[src/hw/rtl/bwd_pkg.sv]
// Package for the button window debouncer: sizes, command and event codes,
// register indexes and the result record.
// No dependencies; the core takes everything here by scoped names.
package bwd_pkg;

   // Sample window length and width of the wrapping totals.
   localparam int WINDOW_BITS = 8;
   localparam int TOTAL_WIDTH = 16;

   // Ones count must hold the value WINDOW_BITS itself.
   localparam int ONES_W = $clog2(WINDOW_BITS + 1);
   localparam int PRESS_TH_W = 4;
   localparam int RELEASE_TH_W = 3;
   localparam int LENGTH_W = 16;
   localparam int CMP_W = (ONES_W > PRESS_TH_W) ? ONES_W : PRESS_TH_W;

   // Port widths.
   localparam int OUT_TOTAL_W = 16;
   localparam int CMD_W = 2;
   localparam int EVENT_W = 2;
   localparam int CSR_ADDR_W = 2;
   localparam int CSR_DATA_W = 16;
   localparam int REQ_DATA_W = 8;
   localparam int RSP_FIELDS_W = 1 + 3 * OUT_TOTAL_W;
   localparam int RSP_DATA_W = ((RSP_FIELDS_W + 7) / 8) * 8;
   localparam int RSP_USER_W = EVENT_W + 1;

   // Commands.
   localparam logic [CMD_W-1:0] CMD_TICK  = 2'd0;
   localparam logic [CMD_W-1:0] CMD_ARM   = 2'd1;
   localparam logic [CMD_W-1:0] CMD_CLEAR = 2'd2;
   localparam logic [CMD_W-1:0] CMD_NOP   = 2'd3;

   // Events.
   localparam logic [EVENT_W-1:0] EV_NONE    = 2'd0;
   localparam logic [EVENT_W-1:0] EV_PRESS   = 2'd1;
   localparam logic [EVENT_W-1:0] EV_RELEASE = 2'd2;

   // Register indexes.
   localparam logic [CSR_ADDR_W-1:0] REG_PRESS_TH   = 2'd0;
   localparam logic [CSR_ADDR_W-1:0] REG_RELEASE_TH = 2'd1;
   localparam logic [CSR_ADDR_W-1:0] REG_REFRACTORY = 2'd2;
   localparam logic [CSR_ADDR_W-1:0] REG_CHATTER    = 2'd3;

   typedef struct packed {
      logic [EVENT_W-1:0]     event_res;
      logic                   stale_flag;
      logic                   debounced_level;
      logic [OUT_TOTAL_W-1:0] press_total;
      logic [OUT_TOTAL_W-1:0] release_total;
      logic [OUT_TOTAL_W-1:0] stale_total;
   } rsp_type;

endpackage

[src/hw/rtl/button_window_debouncer_core.sv]
// Each result is registered in the output register, or in the skid entry while the output is held.
// Throughput: one request per cycle while req_tready is high; the state registers update on each request transfer.
// A two-entry result buffer (output register plus skid) keeps requests flowing while the
// result side stalls; ready drops only when both entries are full.
// Reset is synchronous and active high: all counters, window, level and marker go to zero,
// and the registers return to thresholds 6 and 2, refractory 100 and chatter 50.
// Uses bwd_pkg for sizes, codes and the result record.
module button_window_debouncer_core (
   input  logic                                clock,
   input  logic                                reset,
   // Request channel.
   input  logic                                req_tvalid,
   output logic                                req_tready,
   input  logic [bwd_pkg::REQ_DATA_W-1:0]      req_tdata,  // [0] pressed_sample, rest zero
   input  logic [bwd_pkg::CMD_W-1:0]           req_tuser,  // [1:0] cmd
   // Result channel.
   output logic                                rsp_tvalid,
   input  logic                                rsp_tready,
   // [0] debounced_level, [16:1] press_total, [32:17] release_total,
   // [48:33] stale_total, rest zero
   output logic [bwd_pkg::RSP_DATA_W-1:0]      rsp_tdata,
   output logic [bwd_pkg::RSP_USER_W-1:0]      rsp_tuser,  // [1:0] event_res, [2] stale_flag
   // Configuration writes.
   input  logic                                csr_we,
   input  logic [bwd_pkg::CSR_ADDR_W-1:0]      csr_addr,
   input  logic [bwd_pkg::CSR_DATA_W-1:0]      csr_wdata
);

   localparam int W  = bwd_pkg::WINDOW_BITS;
   localparam int TW = bwd_pkg::TOTAL_WIDTH;
   localparam int OW = bwd_pkg::ONES_W;
   localparam int CW = bwd_pkg::CMP_W;
   localparam int LW = bwd_pkg::LENGTH_W;

   // Configuration registers.
   logic [bwd_pkg::PRESS_TH_W-1:0]   press_th_ff;
   logic [bwd_pkg::RELEASE_TH_W-1:0] release_th_ff;
   logic [LW-1:0]                    refractory_len_ff;
   logic [LW-1:0]                    chatter_len_ff;

   // Debouncer state.
   logic [W-1:0]  window_ff,     window_in;
   logic [OW-1:0] ones_ff,       ones_in;
   logic          level_ff,      level_in;
   logic [LW-1:0] refractory_ff, refractory_in;
   logic [LW-1:0] chatter_ff,    chatter_in;
   logic          marker_ff,     marker_in;
   logic [TW-1:0] press_cnt_ff,  press_cnt_in;
   logic [TW-1:0] release_cnt_ff, release_cnt_in;
   logic [TW-1:0] stale_cnt_ff,  stale_cnt_in;

   // Result buffer.
   logic                 out_valid_ff,  skid_valid_ff;
   bwd_pkg::rsp_type     out_ff,        skid_ff;
   bwd_pkg::rsp_type     result;

   logic                       accept;
   logic                       pop;
   logic                       raw;
   logic [bwd_pkg::CMD_W-1:0]  cmd;
   logic [LW-1:0]              chatter_dec;
   logic [LW-1:0]              refractory_dec;
   logic [OW-1:0]              ones_shift;
   logic                       press_hit;
   logic                       release_hit;
   logic [bwd_pkg::EVENT_W-1:0] ev;
   logic                       flag;
   logic                       press_inc;
   logic                       release_inc;
   logic                       stale_inc;

   assign req_tready = !skid_valid_ff;
   assign accept     = req_tvalid && req_tready;
   assign pop        = out_valid_ff && rsp_tready;
   assign raw        = req_tdata[0];
   assign cmd        = req_tuser;

   // Cooldowns count down first, then the window shifts in the new sample.
   assign chatter_dec    = (chatter_ff != '0) ? chatter_ff - LW'(1) : chatter_ff;
   assign refractory_dec = (refractory_ff != '0) ? refractory_ff - LW'(1) : refractory_ff;
   assign ones_shift     = ones_ff + OW'(raw) - OW'(window_ff[W-1]);
   assign press_hit      = !level_ff && (CW'(ones_shift) >= CW'(press_th_ff));
   assign release_hit    = level_ff && (CW'(ones_shift) <= CW'(release_th_ff));

   always_comb begin
      window_in     = window_ff;
      ones_in       = ones_ff;
      level_in      = level_ff;
      refractory_in = refractory_ff;
      chatter_in    = chatter_ff;
      marker_in     = marker_ff;
      ev            = bwd_pkg::EV_NONE;
      flag          = 1'b0;
      press_inc     = 1'b0;
      release_inc   = 1'b0;
      stale_inc     = 1'b0;
      unique case (cmd)
         bwd_pkg::CMD_TICK: begin
            window_in     = {window_ff[W-2:0], raw};
            ones_in       = ones_shift;
            refractory_in = refractory_dec;
            chatter_in    = chatter_dec;
            if (press_hit) begin
               level_in = 1'b1;
               // A press inside the refractory time only counts as stale.
               if (refractory_dec != '0) begin
                  stale_inc = 1'b1;
               end else begin
                  refractory_in = refractory_len_ff;
                  press_inc     = 1'b1;
                  ev            = bwd_pkg::EV_PRESS;
               end
            end else if (release_hit) begin
               level_in    = 1'b0;
               release_inc = 1'b1;
               ev          = bwd_pkg::EV_RELEASE;
            end
            // Stale filter on the event of this tick.
            if (!marker_ff) begin
               if (ev == bwd_pkg::EV_PRESS && chatter_dec != '0) begin
                  stale_inc = 1'b1;
                  flag      = 1'b1;
               end
            end else if (ev == bwd_pkg::EV_PRESS) begin
               marker_in  = 1'b0;
               chatter_in = chatter_len_ff;
               stale_inc  = 1'b1;
               flag       = 1'b1;
            end else if (ev == bwd_pkg::EV_RELEASE || (!level_in && ones_shift == '0)) begin
               marker_in  = 1'b0;
               chatter_in = chatter_len_ff;
            end
         end
         bwd_pkg::CMD_ARM: begin
            marker_in = level_ff || (ones_ff != '0);
         end
         bwd_pkg::CMD_CLEAR: begin
            marker_in     = 1'b0;
            chatter_in    = '0;
            refractory_in = '0;
         end
         bwd_pkg::CMD_NOP: begin
         end
         default: begin
         end
      endcase
   end

   assign press_cnt_in   = press_inc   ? press_cnt_ff   + TW'(1) : press_cnt_ff;
   assign release_cnt_in = release_inc ? release_cnt_ff + TW'(1) : release_cnt_ff;
   assign stale_cnt_in   = stale_inc   ? stale_cnt_ff   + TW'(1) : stale_cnt_ff;

   always_comb begin
      result.event_res       = ev;
      result.stale_flag      = flag;
      result.debounced_level = level_in;
      result.press_total     = bwd_pkg::OUT_TOTAL_W'(press_cnt_in);
      result.release_total   = bwd_pkg::OUT_TOTAL_W'(release_cnt_in);
      result.stale_total     = bwd_pkg::OUT_TOTAL_W'(stale_cnt_in);
   end

   // Configuration registers.
   always_ff @(posedge clock) begin
      if (reset) begin
         press_th_ff       <= bwd_pkg::PRESS_TH_W'(6);
         release_th_ff     <= bwd_pkg::RELEASE_TH_W'(2);
         refractory_len_ff <= LW'(100);
         chatter_len_ff    <= LW'(50);
      end else if (csr_we) begin
         unique case (csr_addr)
            bwd_pkg::REG_PRESS_TH:   press_th_ff       <= csr_wdata[bwd_pkg::PRESS_TH_W-1:0];
            bwd_pkg::REG_RELEASE_TH: release_th_ff     <= csr_wdata[bwd_pkg::RELEASE_TH_W-1:0];
            bwd_pkg::REG_REFRACTORY: refractory_len_ff <= csr_wdata[LW-1:0];
            bwd_pkg::REG_CHATTER:    chatter_len_ff    <= csr_wdata[LW-1:0];
            default: begin
            end
         endcase
      end
   end

   // Debouncer state advances on every request transfer.
   always_ff @(posedge clock) begin
      if (reset) begin
         window_ff      <= '0;
         ones_ff        <= '0;
         level_ff       <= 1'b0;
         refractory_ff  <= '0;
         chatter_ff     <= '0;
         marker_ff      <= 1'b0;
         press_cnt_ff   <= '0;
         release_cnt_ff <= '0;
         stale_cnt_ff   <= '0;
      end else if (accept) begin
         window_ff      <= window_in;
         ones_ff        <= ones_in;
         level_ff       <= level_in;
         refractory_ff  <= refractory_in;
         chatter_ff     <= chatter_in;
         marker_ff      <= marker_in;
         press_cnt_ff   <= press_cnt_in;
         release_cnt_ff <= release_cnt_in;
         stale_cnt_ff   <= stale_cnt_in;
      end
   end

   // Result buffer: the skid entry fills only when the output register is held.
   always_ff @(posedge clock) begin
      if (reset) begin
         out_valid_ff  <= 1'b0;
         skid_valid_ff <= 1'b0;
      end else if (skid_valid_ff) begin
         if (pop) begin
            skid_valid_ff <= 1'b0;
         end
      end else if (accept) begin
         if (out_valid_ff && !pop) begin
            skid_valid_ff <= 1'b1;
         end else begin
            out_valid_ff <= 1'b1;
         end
      end else if (pop) begin
         out_valid_ff <= 1'b0;
      end
   end

   always_ff @(posedge clock) begin
      if (skid_valid_ff) begin
         if (pop) begin
            out_ff <= skid_ff;
         end
      end else if (accept) begin
         if (out_valid_ff && !pop) begin
            skid_ff <= result;
         end else begin
            out_ff <= result;
         end
      end
   end

   assign rsp_tvalid = out_valid_ff;
   assign rsp_tuser  = {out_ff.stale_flag, out_ff.event_res};
   assign rsp_tdata  = bwd_pkg::RSP_DATA_W'({out_ff.stale_total, out_ff.release_total,
                                             out_ff.press_total, out_ff.debounced_level});

endmodule
[config.mk]
export PLATFORM = sky130hd
export DESIGN_NAME = button_window_debouncer_core
export DESIGN_NICKNAME = d
export VERILOG_FILES = /design/src/hw/rtl/bwd_pkg.sv /design/src/hw/rtl/button_window_debouncer_core.sv
export SDC_FILE = /design/constraint.sdc
export NUM_CORES = 1
export LEC_CHECK = 0
export BUFFER_PORTS_ARGS = -buffer_cell sky130_fd_sc_hd__buf_4
export CORE_ASPECT_RATIO = 1.2
export CORE_UTILIZATION = 25
export CTS_CLUSTER_DIAMETER = 120
export DETAILED_ROUTE_END_ITERATION = 12
export PLACE_DENSITY_LB_ADDON = 0.25
export SLEW_MARGIN = 20
export SYNTH_ARGS = -nofsm -noshare
export SYNTH_HDL_FRONTEND = slang
export SYNTH_SLANG_ARGS = --single-unit
[constraint.sdc]
create_clock -name clock -period 11 [get_ports clock]
set_clock_uncertainty 0.1 [all_clocks]
set_input_delay 0.55 -clock clock [delete_from_list [all_inputs] [get_ports clock]]
set_output_delay 0.55 -clock clock [all_outputs]
set_load 0.02 [all_outputs]
==> flow_metrics.py <==
metrics = {
    "cts": {
        "clockBufferDepth": 3,
        "clk_latency_ps": 550,
        "cts_tree": "yes",
        "cts_buffers": 27,
        "cts.reportedPaths.clkPinSlew_ps": 60,
        "post_cts_buffers": 0,
        "cts_hold_buf": 0,
        "ctsResizeCount": 0,
        "cts_root_buf": "clkbuf_16",
        "h-tree-depth": 1,
        "cts.sinks": 239,
    },
    "placed_design": {
        "place_hpwl_um": 18500,
        "dp_cells": 1820,
        "place_area_um2": 12700,
        "portBuffers": 79,
        "gp_congestion": 0.844,
    },
    "sta": {
        "setup_violations": 0,
        "tns_ps": 0,
        "worstMarginPinSlew_ps": 1160,
        "rsz0062_at_grt": "no",
        "hold_viol_final": 0,
        "period_needed_ps": 4970,
        "period_share_pct": 45.1,
        "drv_slew": 0,
        "fmaxAchievable_mhz": 201,
        "relSlewSlack_pct": 22.6,
    },
    "synth": {
        "synth-async-reset-ratio_pct": 0,
        "yosys_warnings": 0,
        "synth_edf_count": 104,
        "synth_cell_types": 72,
        "synth_most_common_cell": "nand2_1",
        "synth_top_area_share_pct": 26.9,
        "ys_seq_area_share_pct": 50.2,
        "avgSynthCellArea_um2": 9.79,
        "synthTopCellsByArea": "edfxtp_1 27%, dfxtp_1 23%, nand2_1 5.1%",
        "syn_inst": 1185,
        "syn_area_um2": 11600,
        "synth.largest_area_cell": "edfxtp_1",
        "ys_ff_latch": 239,
        "ys.flop_type": "dfxtp_1",
        "ys_top_cells_by_count": "157 x nand2_1, 135 x dfxtp_1, 120 x nor2_1, 104 x edfxtp_1, 84 x a21oi_1",
    },
    "global_routing": {
        "antenna_found_initial": 0,
        "track_usage_pct": 11.8,
        "grt_pass1_wl_um": 44700,
        "overflow": 0,
        "grt_max_degree": 79,
        "first_global_vias": 8290,
    },
    "setup_path": {
        "regToRegStartpoint": "refractory_ff[0]",
        "crit_type": "register to register",
        "critPathArrivalTime_ps": 5140,
        "cp_max_fo": 19,
        "required_ps": 11180,
        "reg2reg_to": "rsp_tdata[15]",
        "reg2reg_slack_ps": 6030,
        "reg2reg_depth": 11,
        "critPathLaunchType": "register",
        "crit_path_end_kind": "register",
    },
    "hold_path": {
        "hold_end": "skid_valid_ff",
        "min_path_type": "input port to register",
        "hold-path-cell-count": 2,
        "worstHoldStart": "rsp_tready",
    },
    "floorplan": {
        "ios": 94,
        "dieHeight_um": 238,
        "start_util_pct": 25.3,
        "std_cell_rows": 86,
        "die-area_um2": 47300,
        "die_w_um": 199,
        "coreArea_um2": 45800,
    },
    "detailed_routing": {
        "firstDrtPassIters": 5,
        "drc": 0,
        "via_per_inst": 4.54,
        "drt-initial-drc-count": 519,
        "wl_per_cell_um": 14.9,
        "ant_nets": 0,
        "vias": 8481,
        "wirelength_um": 27800,
    },
    "finish": {
        "drive_gt1_share_pct": 16.8,
        "antennaDiodeCount": 0,
        "register_area_um2": 5830,
        "fin_area_um2": 13600,
        "multiInputGateArea_um2": 5320,
        "syn_to_final_growth_pct": 17.6,
        "fin_nets": 1290,
        "finalNonFillerCells": 1869,
        "nFillCells": 4863,
    },
    "run_status": {
        "status": "finished clean",
    },
    "flow_run": {
        "max_cap_viol_count": 0,
    },
    "power_and_ir_drop": {
        "ir_worst_vdd_v": 0.000230,
        "leakagePower_uw": 0.00520,
        "p_per_area_nw_per_um2": 242,
    },
}
==> cells in the final DEF, fill, tap and decap left out, types with 5 or more instances in the layout <==
cell type / instances
a21o_1: 6
a21oi_1: 83
and2_1: 6
and3_1: 20
buf_4: 86
clkbuf_16: 29
conb_1: 7
dfxtp_1: 135
edfxtp_1: 104
ha_1: 23
inv_1: 33
mux2_2: 51
mux2i_1: 22
nand2_1: 157
nand3_1: 35
nand3b_1: 10
nand4_1: 16
nor2_1: 119
nor3_1: 35
nor4_1: 20
o21ai_0: 35
o22ai_1: 12
o31ai_1: 8
or2_2: 8
or3_1: 11
or4_1: 5
xnor2_1: 46
xor2_1: 38
==> layer usage <==
| metal | global-route usage (%) | vias up | share of wire [%] |
|---|---|---|---|
| li1 | - | 4267 | - |
| met5 | 0 | - | 0 |
| met2 | 19.9 | 175 | 47 |
| met4 | 3.64 | 0 | 2.2 |
| met3 | 1.88 | 47 | 4.5 |
| met1 | 15.3 | 3992 | 46 |
==> kinds of logic (layout without fill, tap and decap cells) <==
kind of cell | after synthesis | after routing | synth area share (%)
xor+xnor | 89 | 89 | 7.04
mux | 74 | 74 | 6.95
fa+ha+maj | 24 | 24 | 2.65
flops | 239 | 239 | 50.2
compound gates | 182 | 182 | 9.59
other cells | 1 | 7 | 0.0323
simple gates | 468 | 468 | 19.3
buf+inv | 108 | 170 | 4.24
==> state kept, by name, summed over array words and instances (netlist names), 4 cells and up <==
signal and count:
skid_ff 52, rsp_tdata 49, chatter_ff 16, chatter_len_ff 16, press_cnt_ff 16, refractory_ff 16
refractory_len_ff 16, release_cnt_ff 16, stale_cnt_ff 16, window_ff 8, ones_ff 4, press_th_ff 4
==> worst max-delay path, stage by stage, from the launching register on <==
cell	delay [ps]
dfxtp_1	370
inv_1	120
ha_1	180
or4b_2	670
nor4_2	430
nand2_1	290
a2111o_1	490
nor4_4	510
and2_1	840
nand3_1	220
xnor2_1	200
mux2_2	270
==> stage by stage <==
stage               util (%)  hold WS (ps)  power, uW  setup WS [ps]
floorplan                  -           332       2030           6640
global placement        27.7           340       2370           6040
detailed placement      27.7           346       2370           5990
CTS                     29.8          98.6       3350           5970
global route            29.8           121       3530           5690
finish                  29.8           131       3310           6030
==> worst max path at each step <==
stage                startpoint             to  slack, ps  depth (start not counted)
2_1_floorplan        req_tvalid   rsp_tdata[0]       6640                          5
3_3_place_gp   refractory_ff[0]   rsp_tdata[2]       6040                         10
3_5_place_dp   refractory_ff[0]  rsp_tdata[15]       5990                         11
4_1_cts        refractory_ff[0]  rsp_tdata[15]       5970                         11
5_1_grt              ones_ff[0]  rsp_tdata[32]       5690                         15
6_report       refractory_ff[0]  rsp_tdata[15]       6030                         11
==> cell type report <==
cell class	instances	area share [%]
Inverter	35	0.963
Clock inverter	12	1.20
Clock buffer	37	5.77
Timing Repair Buffer	86	4.73
Sequential cell	239	42.7
Multi-Input combinational cell	844	39.0
Tap cell	616	5.65
==> report_power, final <==
group          switching (uW)  internal (uW)
Sequential               51.0            984
Clock                     369            592
Combinational             830            480
(Power assumes the default switching activity.)
